File: src/hw/rtl/pilot_framed_command_receiver_core_assert.svh
// ---------------------------------------------------------------------------
// pilot framed command receiver assertion macros
// concurrent checks, compiled away for synthesis
// ---------------------------------------------------------------------------
`ifndef PILOT_FRAMED_COMMAND_RECEIVER_CORE_ASSERT_SVH
`define PILOT_FRAMED_COMMAND_RECEIVER_CORE_ASSERT_SVH

`ifndef SYNTHESIS

// property that must hold at every clock edge out of reset
`define PFCR_ASSERT(lbl, clk, rst_n, prop, msg) \
    lbl: assert property (@(posedge clk) disable iff (!rst_n) (prop)) else $error(msg);

// consequence that must hold in the cycle after the trigger
`define PFCR_ASSERT_NEXT(lbl, clk, rst_n, trig, cons, msg) \
    lbl: assert property (@(posedge clk) disable iff (!rst_n) (trig) |=> (cons)) \
        else $error(msg);

`else

`define PFCR_ASSERT(lbl, clk, rst_n, prop, msg)
`define PFCR_ASSERT_NEXT(lbl, clk, rst_n, trig, cons, msg)

`endif

`endif

File: src/hw/rtl/pfcr_pkg.sv
// ---------------------------------------------------------------------------
// pfcr_pkg
// types and constants shared by the pilot framed command receiver
// ---------------------------------------------------------------------------
`timescale 1ns / 1ps
`default_nettype none

package pfcr_pkg;

    // default pilot length in bytes
    localparam int PILOT_LEN_DEF = 4;

    // pilot byte pattern, even and odd positions
    localparam logic [7:0] PILOT_EVEN = 8'hAA;
    localparam logic [7:0] PILOT_ODD  = 8'h55;

    // timeout register value after reset
    localparam logic [15:0] TIMEOUT_RESET = 16'd1000;

    // request type codes
    typedef enum logic {
        REQ_BYTE = 1'b0,
        REQ_TICK = 1'b1
    } req_type_t;

    // result kind codes
    typedef enum logic [1:0] {
        KIND_DATA  = 2'd0,
        KIND_DONE  = 2'd1,
        KIND_ABORT = 2'd2
    } kind_t;

    // input item
    typedef struct packed {
        req_type_t  req_type;
        logic [7:0] rx_byte;
    } req_t;

    // result item
    typedef struct packed {
        kind_t      kind;
        logic [7:0] data_index;
        logic [7:0] byte_value;
        logic [7:0] frame_length;
    } res_t;

    // configuration write
    typedef struct packed {
        logic [15:0] timeout_ms;
    } cfg_t;

endpackage

`default_nettype wire

File: src/hw/rtl/pfcr_decoder.sv
// ---------------------------------------------------------------------------
// pfcr_decoder
// frame position counter, length and timeout state, one item per cycle while step is high
// ---------------------------------------------------------------------------
`timescale 1ns / 1ps
`default_nettype none

`include "pilot_framed_command_receiver_core_assert.svh"

module pfcr_decoder #(
    parameter int PILOT_LEN = pfcr_pkg::PILOT_LEN_DEF
) (
    input  wire logic           clk,
    input  wire logic           rst_n,
    input  wire logic           step,
    input  wire pfcr_pkg::req_t item,
    input  wire logic [15:0]    timeout_ms,
    output logic                res_valid,
    output pfcr_pkg::res_t      res
);
    import pfcr_pkg::*;

    localparam int POS_W = $clog2(PILOT_LEN + 257);
    localparam logic [POS_W-1:0] PILOT_POS = POS_W'(PILOT_LEN);

    logic [POS_W-1:0] pos_reg;
    logic [POS_W-1:0] pos_next;
    logic [7:0]       len_reg;
    logic [7:0]       len_next;
    logic [15:0]      left_reg;
    logic [15:0]      left_next;
    logic             running_reg;
    logic             running_next;

    logic [POS_W-1:0] k;
    logic [POS_W-1:0] len_ext;
    logic [15:0]      left_dec;
    logic [7:0]       want;

    // derived values
    assign k        = pos_reg - PILOT_POS;
    assign len_ext  = POS_W'(len_reg);
    assign left_dec = (left_reg != 16'd0) ? (left_reg - 16'd1) : left_reg;
    assign want     = pos_reg[0] ? PILOT_ODD : PILOT_EVEN;

    // next state and result
    always_comb
    begin
        pos_next         = pos_reg;
        len_next         = len_reg;
        left_next        = left_reg;
        running_next     = running_reg;
        res_valid        = 1'b0;
        res.kind         = KIND_DATA;
        res.data_index   = 8'd0;
        res.byte_value   = 8'd0;
        res.frame_length = len_reg;
        if (step)
        begin
            if (item.req_type == REQ_TICK)
            begin
                if (running_reg)
                begin
                    left_next = left_dec;
                    if (left_dec == 16'd0)
                    begin
                        running_next = 1'b0;
                        if (pos_reg != '0)
                        begin
                            pos_next  = '0;
                            res_valid = 1'b1;
                            res.kind  = KIND_ABORT;
                        end
                    end
                end
            end
            else if (pos_reg < PILOT_POS)
            begin
                // pilot hunt, a mismatch restarts without recheck
                pos_next = (item.rx_byte == want) ? (pos_reg + 1'b1) : '0;
            end
            else if (pos_reg == PILOT_POS)
            begin
                // length byte arms the timeout
                len_next     = item.rx_byte;
                left_next    = timeout_ms;
                running_next = 1'b1;
                pos_next     = pos_reg + 1'b1;
            end
            else if (k <= len_ext)
            begin
                // payload byte
                pos_next       = pos_reg + 1'b1;
                res_valid      = 1'b1;
                res.kind       = KIND_DATA;
                res.data_index = 8'(k - 1'b1);
                res.byte_value = item.rx_byte;
            end
            else if (k == len_ext + 1'b1)
            begin
                // command byte closes the frame
                pos_next       = '0;
                running_next   = 1'b0;
                res_valid      = 1'b1;
                res.kind       = KIND_DONE;
                res.byte_value = item.rx_byte;
            end
            else
            begin
                pos_next = '0;
            end
        end
    end

    // frame state
    always_ff @(posedge clk or negedge rst_n)
    begin
        if (!rst_n)
        begin
            pos_reg     <= '0;
            len_reg     <= 8'd0;
            left_reg    <= 16'd0;
            running_reg <= 1'b0;
        end
        else
        begin
            pos_reg     <= pos_next;
            len_reg     <= len_next;
            left_reg    <= left_next;
            running_reg <= running_next;
        end
    end

    // checks
    `PFCR_ASSERT(a_run_past_len, clk, rst_n, !running_reg || (pos_reg > PILOT_POS), "timer armed outside payload")
    `PFCR_ASSERT(a_abort_armed, clk, rst_n, !(res_valid && res.kind == KIND_ABORT) || running_reg, "abort with timer stopped")
    `PFCR_ASSERT_NEXT(a_done_restart, clk, rst_n, res_valid && res.kind == KIND_DONE, pos_reg == '0 && !running_reg, "no restart after command byte")
    `PFCR_ASSERT(a_pos_range, clk, rst_n, pos_reg <= PILOT_POS + POS_W'(256), "frame position out of range")

endmodule

`default_nettype wire

File: config.mk
export PLATFORM = sky130hd
export DESIGN_NAME = pfcr_decoder
export DESIGN_NICKNAME = d
export VERILOG_FILES = /design/src/hw/rtl/pfcr_pkg.sv /design/src/hw/rtl/pfcr_decoder.sv
export VERILOG_INCLUDE_DIRS = /design/src /design/src/hw/rtl
export SDC_FILE = /design/constraint.sdc
export NUM_CORES = 1
export LEC_CHECK = 0
export BUFFER_PORTS_ARGS = -buffer_cell sky130_fd_sc_hd__buf_4
export CORE_ASPECT_RATIO = 2
export CORE_MARGIN = 1
export CORE_UTILIZATION = 50
export CTS_CLUSTER_DIAMETER = 120
export DETAILED_ROUTE_END_ITERATION = 7
export PLACE_DENSITY = 0.72
export SYNTH_ARGS = -nofsm -noshare
export SYNTH_HDL_FRONTEND = slang
export SYNTH_SLANG_ARGS = --single-unit
File: constraint.sdc
create_clock -name clk -period 4.31 [get_ports clk]
set_input_delay 0.6465 -clock clk [delete_from_list [all_inputs] [get_ports clk]]
set_output_delay 0.6465 -clock clk [all_outputs]
set_load 0.01 [all_outputs]
* Word level (Yosys, flattened, before mapping) *
Index checks and enable logic that the tools add are counted.

operators by class
  $add $sub $neg = 5
  $lt $le $gt $ge = 2
  equal/unequal tests = 8
  multiplexer cells = 43
  bitwise logic cells = 2
  reduce and logical (&&, ||, !) cells = 9

operators with widths
  kind                                                                           number
  16-bit 2-to-1 mux                                                              6
  9-bit 2-to-1 mux                                                               8
  17-bit 2-to-1 mux                                                              2
  8-bit 2-to-1 mux                                                               4
  1-bit 2-to-1 mux                                                               18
  18-bit 2-to-1 mux                                                              1
  16-bit zero test                                                               1
  4-bit AND reduction                                                            4
  16-bit nonzero test                                                            1
  16-bit by 1-bit subtractor with 16-bit output (second input constant)          1
  8-bit by 1-bit adder with 9-bit output (second input constant)                 1
  9-bit by 1-bit adder with 9-bit output (second input constant)                 1
  9-bit by 3-bit equality test with 1-bit output (second input constant)         1
  9-bit equality test                                                            1
  9-bit by 8-bit <= comparator with 1-bit output                                 1
  9-bit by 3-bit less-than comparator with 1-bit output (second input constant)  1
  9-bit nonzero test                                                             1
  9-bit by 3-bit subtractor with 9-bit output (second input constant)            1
  8-bit equality test                                                            1
  2-bit 2-to-1 mux                                                               4
  8-bit by 1-bit subtractor with 8-bit output (second input constant)            1
  2-bit by 1-bit != test with 1-bit output (second input constant)               3
  3-bit != test (second input constant)                                          1
  3-bit nonzero test                                                             1
  other kinds (3)                                                                4

word-level totals
  flip-flop bits (word level) = 34
  input port bits = 28
  output and inout port bits = 27

* Depth between registers and ports, before layout *
Gate-level depths: netlist of run 1.

  depth in word-level cells = 8
  mapped depth = 14

* Worst setup path after synthesis of run 1 *
OpenSTA, ideal clock, no wires.

  kind = register to output
  from = reg pos_reg[2]
  to = out res[18] in the netlist's numbering
  arrival time = 3.171 ns
  required time = 3.664 ns
  setup slack = 0.493 ns
  stages on the path, launching flop included = 15
  cells stage by stage = dfrtp_1 -> clkbuf_1 -> inv_1 -> ha_1 -> nor3b_1 -> xnor2_1 -> inv_1 -> ha_1 -> a21oi_1 -> o21ai_0 -> a221oi_1 -> o211ai_1 -> or2_2 -> clkbuf_1 -> nor2_1

RTL lines
  what                      RTL line             RTL
  start: declaration        pfcr_decoder.sv:26   logic [POS_W-1:0] pos_reg;
  start signal: assignment  pfcr_decoder.sv:127  pos_reg <= pos_next;
  end: declaration          pfcr_decoder.sv:19   output pfcr_pkg::res_t res

* Final worst setup path of run 1 *
  from = reg left_reg[0]
  to = out res_valid

on the way
  cells in the longest elaborated chain, start to end = 7
  elaborated cells on any way between the ends = 8
  classes of those cells = add/sub (1); mux (5); reduce/logical (2)

ends and longest elaborated chain
  what                                                                                         RTL line             RTL
  start: declaration                                                                           pfcr_decoder.sv:30   logic [15:0] left_reg;
  start signal: assignment                                                                     pfcr_decoder.sv:129  left_reg <= left_next;
  16-bit by 1-bit subtractor with 16-bit output / 16-bit nonzero test (equally long branches)  pfcr_decoder.sv:43   assign left_dec = (left_reg != 16'd0) ? (left_reg - 16'd1) : left_reg;
  16-bit 2-to-1 mux *                                                                          pfcr_decoder.sv:43
  16-bit zero test *                                                                           pfcr_decoder.sv:65   if (left_dec == 16'd0)
  1-bit 2-to-1 mux *                                                                           pfcr_decoder.sv:65
  1-bit 2-to-1 mux *                                                                           pfcr_decoder.sv:62   if (running_reg)
  1-bit 2-to-1 mux *                                                                           pfcr_decoder.sv:60   if (item.req_type == REQ_TICK)
  1-bit 2-to-1 mux *                                                                           pfcr_decoder.sv:58   if (step)
  end: declaration                                                                             pfcr_decoder.sv:18   output logic res_valid,

Every way passes the cells marked *; elsewhere a longest branch is shown, timed or not.

==> results.py, run 1 <==
metrics = {
    "outcome": {
        "status": "complete, no violations",
    },
    "critical_path": {
        "cp_cell_sequence": "inv_1, ha_1, nor3b_1, nand2_1, a21oi_1, o211a_1, nand4_1, nor3_2, a31o_2, buf_4",
        "slowest_delay_ns": 0.58,
        "required_ns": 3.66,
        "crit_family": "simple AND/OR/NAND/NOR gates",
        "arrival_ns": 3.38,
        "end_kind": "output port",
        "cp_slowest_cell": "nor3b_1",
        "crit_type": "flip-flop to output port",
        "cp_max_fo": 10,
        "path_buf_inv": 2,
        "startpoint_type": "flip-flop",
        "regToRegSetupSlack_ns": 0.79,
    },
    "yosys": {
        "ys.flop_type": "dfrtp_1",
        "yosysMostFrequentCell": "nand2_1",
        "ys_ff_latch": 34,
        "mappedNetlistArea_mm2": 0.00354,
        "synth.area.top_cells": "dfrtp_1 (24%), ha_1 (6.7%), nand2_1 (5.0%)",
        "ys_warn_count": 0,
        "async_flop_share_pct": 100,
        "syn_avg_cell_area_um2": 7.96,
        "synth-edff-count": 0,
        "synthDistinctLibCells": 72,
        "synth_top_area_cell": "dfrtp_1",
        "synth_top_cells_by_count": "nand2_1 (47), dfrtp_1 (34), o21ai_0 (32), inv_1 (29), nor2_1 (29)",
        "synth_cells": 444,
        "synth.top_cell.area_share_pct": 24.1,
        "syn_nets": 491,
        "yosysSeqAreaShare_pct": 24.1,
    },
    "floorplanning": {
        "core_mm2": 0.00689,
        "rows": 43,
        "initial_utilization_pct": 51.3,
        "die_w_um": 61.5,
        "io_pins": 55,
        "die_area_mm2": 0.00743,
        "die_h_um": 121,
    },
    "grt": {
        "grt-ovfl-total": 0,
        "grt_pass1_vias": 3506,
        "grt_usage_pct": 31.8,
        "grt_pass1_wl_mm": 17.3,
        "grt_max_degree": 35,
        "antenna_found_initial": 0,
    },
    "pwr": {
        "vdd_drop_max_uv": 292,
        "p_leak_uw": 0.00172,
        "power_uw": 2100,
        "cellPowerDensity_mw_per_mm2": 526,
    },
    "timing": {
        "period_share_pct": 93.5,
        "worstMarginPinSlew_ns": 0.711,
        "setup_slack_ns": 0.279,
        "hold_violations": 0,
        "timing.hold.ws_ns": 0.308,
        "grt_setup_unrepaired": "no",
        "slew_headroom_pct": 52.5,
        "fin_skew_ns": 0.00762,
        "finalSetupViolations": 0,
        "period_needed_ns": 4.03,
        "timing.setup.tns_ns": 0,
        "fmax_mhz": 248,
        "slew_violations": 0,
    },
    "finish": {
        "insertedDiodeCount": 0,
        "area_delta_synth_final_pct": 12.9,
        "largest_reg_flops": 16,
        "layout-drive-gt1-share_pct": 19.2,
        "fin_cells": 570,
        "fin_nets": 526,
        "nFillCells": 688,
    },
    "routing": {
        "wire_per_inst_um": 19.5,
        "drc": 0,
        "via_count": 3596,
        "drt_wl_total_mm": 11.1,
        "dr.pass1.iters": 5,
        "via_per_inst": 6.31,
        "drtIter0Drc": 325,
        "drt.antenna.violating_nets": 0,
    },
    "flow_run": {
        "cap_viol_max_count": 0,
    },
    "placement": {
        "routabilityCongestion": 1.06,
        "placed_cells": 562,
        "port_buffers": 54,
        "pre_cts_ws_ns": 0.581,
        "place_hpwl_mm": 8.45,
    },
    "clock_tree": {
        "clock-sinks": 34,
        "clk_latency_ns": 0.29,
        "hold_buffers": 0,
        "htree_levels": 2,
        "cts_buffer_depth": 2,
        "cts_setup_buffers": 0,
        "numCtsBuffers": 5,
        "post_cts_resized": 0,
        "cts_tree": "done",
        "cts_root_buffer": "clkbuf_16",
        "clkTransAtPathRegs_ns": 0.06,
    },
    "hold_path": {
        "min_path_type": "input port to async pin",
    },
}
-- layer usage --
metal  wire length, um  share of wire [%]  up-vias  GRT usage, %
met5                 0                  0        -             0
met3               498                4.5       63          6.50
met1              3800                 34     1672          31.1
met4               870                7.8        0          25.3
met2              5920                 53      159          54.5
li1                  -                  -     1702             -
-- stage by stage --
step / utilization, % / cell area (um2)
finish: 58.0 / 3990
global route: 58.0 / 3990
CTS: 57.9 / 3990
detailed placement: 55.8 / 3840
global placement: 55.8 / 3840
floorplan: - / 3540
-- area by class of cell --
| class | instances | area [um2] | share of cell area, % |
|---|---|---|---|
| clock buffers | 7 | 143 | 3.57 |
| clock inverters | 1 | 5.00 | 0.125 |
| inverters | 29 | 109 | 2.73 |
| multi-input cells | 346 | 2300 | 57.6 |
| flip-flops and latches | 34 | 851 | 21.3 |
| well taps | 90 | 113 | 2.82 |
| repair buffers | 63 | 473 | 11.8 |
-- cell families after synthesis --
| kind of cell | after synthesis | synth area share (%) |
|---|---|---|
| AOI/OAI and AO/OA | 119 | 22.5 |
| xor gates and xnor gates | 20 | 5.34 |
| adders and majority gates | 19 | 6.72 |
| buffers and inverters | 64 | 11.0 |
| DFF | 34 | 24.1 |
| muxes | 3 | 0.885 |
| and+or+nand+nor | 185 | 29.4 |
-- report_power, final --
group          total (uW)  leakage, uW  switching [uW]  internal, uW
Combinational        1160      0.00127             661           500
Clock                 369    0.0000739             140           229
Sequential            569     0.000377             167           402
Total                2100      0.00172             967          1130
-- placed cells by master, fill, tap and decap left out, drive strengths merged, types with 3 or more instances in the layout --
cell     n
a21oi   20
o22ai    9
dfrtp   34
nand3   22
and3     7
or2      3
nand2b   3
and4     4
ha      19
and2     9
nor4b    3
a21o     3
a22oi    7
nand4    7
o221ai   9
xnor2   14
o31ai    3
o211ai   8
nor3b    4
clkbuf   7
nor2    29
o21ai   33
buf     63
a211oi   5
inv     29
nor3    20
a31oi    4
or4      3
nand2   47
nor4    13
xor2     5
-- path summary, 6_finish.rpt --
path,start,end,depth (start not counted)
hold / removal,rst_n,left_reg[5],1
max in group asynchronous,rst_n,len_reg[0],1
hold reg to reg,running_reg,running_reg,2
setup / recovery,left_reg[0],res_valid,10
min in group clk,running_reg,running_reg,2
setup reg to reg,pos_reg[3],pos_reg[5],12
Power figures use the tool's default switching activity.
==> run 2, diff against run 1 <==
--- a/config.mk
+++ b/config.mk
@@ -6,6 +6,7 @@
 export SDC_FILE = /design/constraint.sdc
 export NUM_CORES = 1
 export LEC_CHECK = 0
+export ABC_AREA = 1
 export BUFFER_PORTS_ARGS = -buffer_cell sky130_fd_sc_hd__buf_4
 export CORE_ASPECT_RATIO = 2
 export CORE_MARGIN = 1
==> run 2 against run 1 <==
Via count rose by 1.8%. Routed wire length fell by 5.3%. Combinational power fell by 63%. Register-to-register slack improved by 0.47 ns. Die area fell by 1.7%. Core utilization rose by 2.6 points. Sequential power fell by 26%.
==> results.py, run 2 <==
metrics = {
    "outcome": {
        "status": "complete, no violations",
    },
    "placement": {
        "pre_cts_ws_ns": 0.838,
        "port_buffers": 54,
        "place_hpwl_mm": 8.24,
        "routabilityCongestion": 0.972,
    },
    "clock_tree": {
        "cts_root_buffer": "clkbuf_16",
        "post_cts_resized": 0,
        "clock-sinks": 34,
        "cts_buffer_depth": 2,
        "cts_setup_buffers": 0,
        "clkTransAtPathRegs_ns": 0.06,
        "numCtsBuffers": 5,
        "hold_buffers": 0,
        "htree_levels": 2,
        "clk_latency_ns": 0.29,
        "cts_tree": "done",
    },
    "yosys": {
        "synth_top_area_cell": "dfrtp_1",
        "synth_top_family_by_area": "simple AND/OR/NAND/NOR gates",
        "synth.top_cell.area_share_pct": 24.5,
        "synthDistinctLibCells": 38,
        "yosysMostFrequentCell": "nand2_1",
        "ys_ff_latch": 34,
        "yosysSeqAreaShare_pct": 24.5,
        "synth_xor_area_share_pct": 6.66,
        "synth-edff-count": 0,
        "synth_cells": 524,
        "synthMuxAreaShare_pct": 0,
        "synthAdderAreaFrac_pct": 6.84,
        "syn_nets": 571,
        "ys_warn_count": 0,
        "ys.flop_type": "dfrtp_1",
        "mappedNetlistArea_mm2": 0.00348,
        "synthSimpleGateAreaFrac_pct": 42.3,
        "async_flop_share_pct": 100,
        "synth_top_cells_by_count": "nand2_1 (142), nor2_1 (55), inv_1 (46), nand3_1 (38), dfrtp_1 (34)",
        "synth.area.top_cells": "dfrtp_1 (24%), nand2_1 (15%), ha_1 (6.8%)",
        "syn_avg_cell_area_um2": 6.63,
        "synth_compound_area_share_pct": 11.1,
    },
    "timing": {
        "fmax_mhz": 262,
        "finalSetupViolations": 0,
        "worstMarginPinSlew_ns": 0.633,
        "period_share_pct": 88.6,
        "slew_violations": 0,
        "grt_setup_unrepaired": "no",
        "fin_skew_ns": 0.00678,
        "timing.hold.ws_ns": 0.307,
        "slew_headroom_pct": 57.4,
        "setup_slack_ns": 0.493,
        "hold_violations": 0,
        "period_needed_ns": 3.82,
        "timing.setup.tns_ns": 0,
    },
    "floorplanning": {
        "rows": 42,
        "die_w_um": 61.0,
        "die_area_mm2": 0.00731,
        "core_mm2": 0.00667,
        "die_h_um": 120,
        "initial_utilization_pct": 52.1,
        "io_pins": 55,
    },
    "critical_path": {
        "arrival_ns": 3.17,
        "cp_max_fo": 10,
        "startpoint_type": "flip-flop",
        "crit_type": "flip-flop to output port",
        "regToRegSetupSlack_ns": 1.26,
        "end_kind": "output port",
        "required_ns": 3.66,
    },
    "grt": {
        "grt_pass1_vias": 3685,
        "grt_pass1_wl_mm": 17.2,
        "antenna_found_initial": 0,
        "grt_usage_pct": 32.2,
        "grt_max_degree": 35,
        "grt-ovfl-total": 0,
    },
    "routing": {
        "wire_per_inst_um": 15.9,
        "met1_length_mm": 3.51,
        "via_per_inst": 5.54,
        "via_count": 3659,
        "dr.pass1.iters": 5,
        "highest_layer": "met4",
        "drc": 0,
        "drtIter0Drc": 225,
        "dr_wl_met2_mm": 5.98,
        "drt_wl_total_mm": 10.5,
        "drt.antenna.violating_nets": 0,
        "wl_met3_um": 373,
    },
    "finish": {
        "fin_nets": 620,
        "area_delta_synth_final_pct": 16.3,
        "insertedDiodeCount": 0,
        "mostFrequentLayoutCells": "nand2_1 (142), nor2_1 (55), buf_4 (55), inv_1 (46), nand3_1 (38)",
        "final_common_cell": "nand2_1",
        "largest_reg_flops": 16,
        "layout-drive-gt1-share_pct": 20.4,
    },
    "pwr": {
        "p_seq_share_pct": 35.1,
        "p_sw_uw": 488,
        "combPwrFrac_pct": 35.6,
        "cellPowerDensity_mw_per_mm2": 298,
        "p_leak_uw": 0.00205,
        "switching_share_pct": 40.6,
        "clkPwrFrac_pct": 29.3,
        "vdd_drop_max_uv": 317,
        "p_int_uw": 715,
    },
    "hold_path": {
        "min_path_type": "input port to async pin",
    },
    "flow_run": {
        "cap_viol_max_count": 0,
    },
}
## run 2: power groups by stage
| stage | Clock (uW) | Combinational [uW] | Sequential, uW |
|---|---|---|---|
| 2_1_floorplan | 0 | 314 | 408 |
| 5_1_grt | 366 | 484 | 426 |
| 4_1_cts | 356 | 426 | 420 |
| 3_5_place_dp | 0 | 424 | 425 |
| 6_report | 353 | 428 | 422 |
| 3_3_place_gp | 0 | 416 | 426 |
## run 2: layer usage
layer  track usage [%]  vias up
met2              59.8      102
met3              5.82       36
met4              21.0        0
li1                  -     1809
met5                 0        -
met1              29.3     1712
## run 2: kinds of logic (layout without fill, tap and decap cells)
logic type      Yosys count  in the layout
fa+ha+maj                19             19
buf+inv                  67            116
simple gates            312            312
flops                    34             34
xor+xnor                 23             23
compound gates           69             69
## run 2: critical path, stage by stage (launching register included)
cell	delay, ns
dfrtp_1	0.55
inv_2	0.14
ha_1	0.29
nand3_1	0.14
xor2_2	0.33
inv_2	0.07
ha_1	0.29
nand2_1	0.10
inv_1	0.05
nand2_1	0.06
nand2_1	0.04
nand2_1	0.05
nand3b_1	0.08
nand2_1	0.06
nand2_1	0.08
inv_1	0.10
nand2_1	0.16
nor2_1	0.15
buf_4	0.14
## run 2: path summary, 6_finish.rpt
kind / start / endpoint / cells past startpoint
worst max register to register: pos_reg[2] / pos_reg[3] / 19
worst max-delay path: pos_reg[2] / res[19] / 18
min in group clk: len_reg[4] / len_reg[4] / 2
max in group asynchronous: rst_n / left_reg[7] / 1
worst min register to register: len_reg[4] / len_reg[4] / 2
worst min-delay path: rst_n / left_reg[2] / 1
## run 2: final cells by class
| type | count | area, um2 |
|---|---|---|
| Sequential cell | 34 | 851 |
| Fill cell | 686 | 2630 |
| Inverter | 54 | 208 |
| Multi-Input combinational cell | 423 | 2320 |
| Timing Repair Buffer | 55 | 413 |
| Clock inverter | 2 | 10.0 |
| Tap cell | 88 | 110 |
| Clock buffer | 5 | 125 |
## run 2: through the flow
stage	instance area [um2]	power (uW)	std cells	utilization, %
after global placement	3910	841	654	58.5
after floorplan	3480	722	524	-
final	4040	1200	661	60.6
after global routing	4040	1280	661	60.6
after detailed placement	3910	849	654	58.5
after CTS	4040	1200	661	60.6
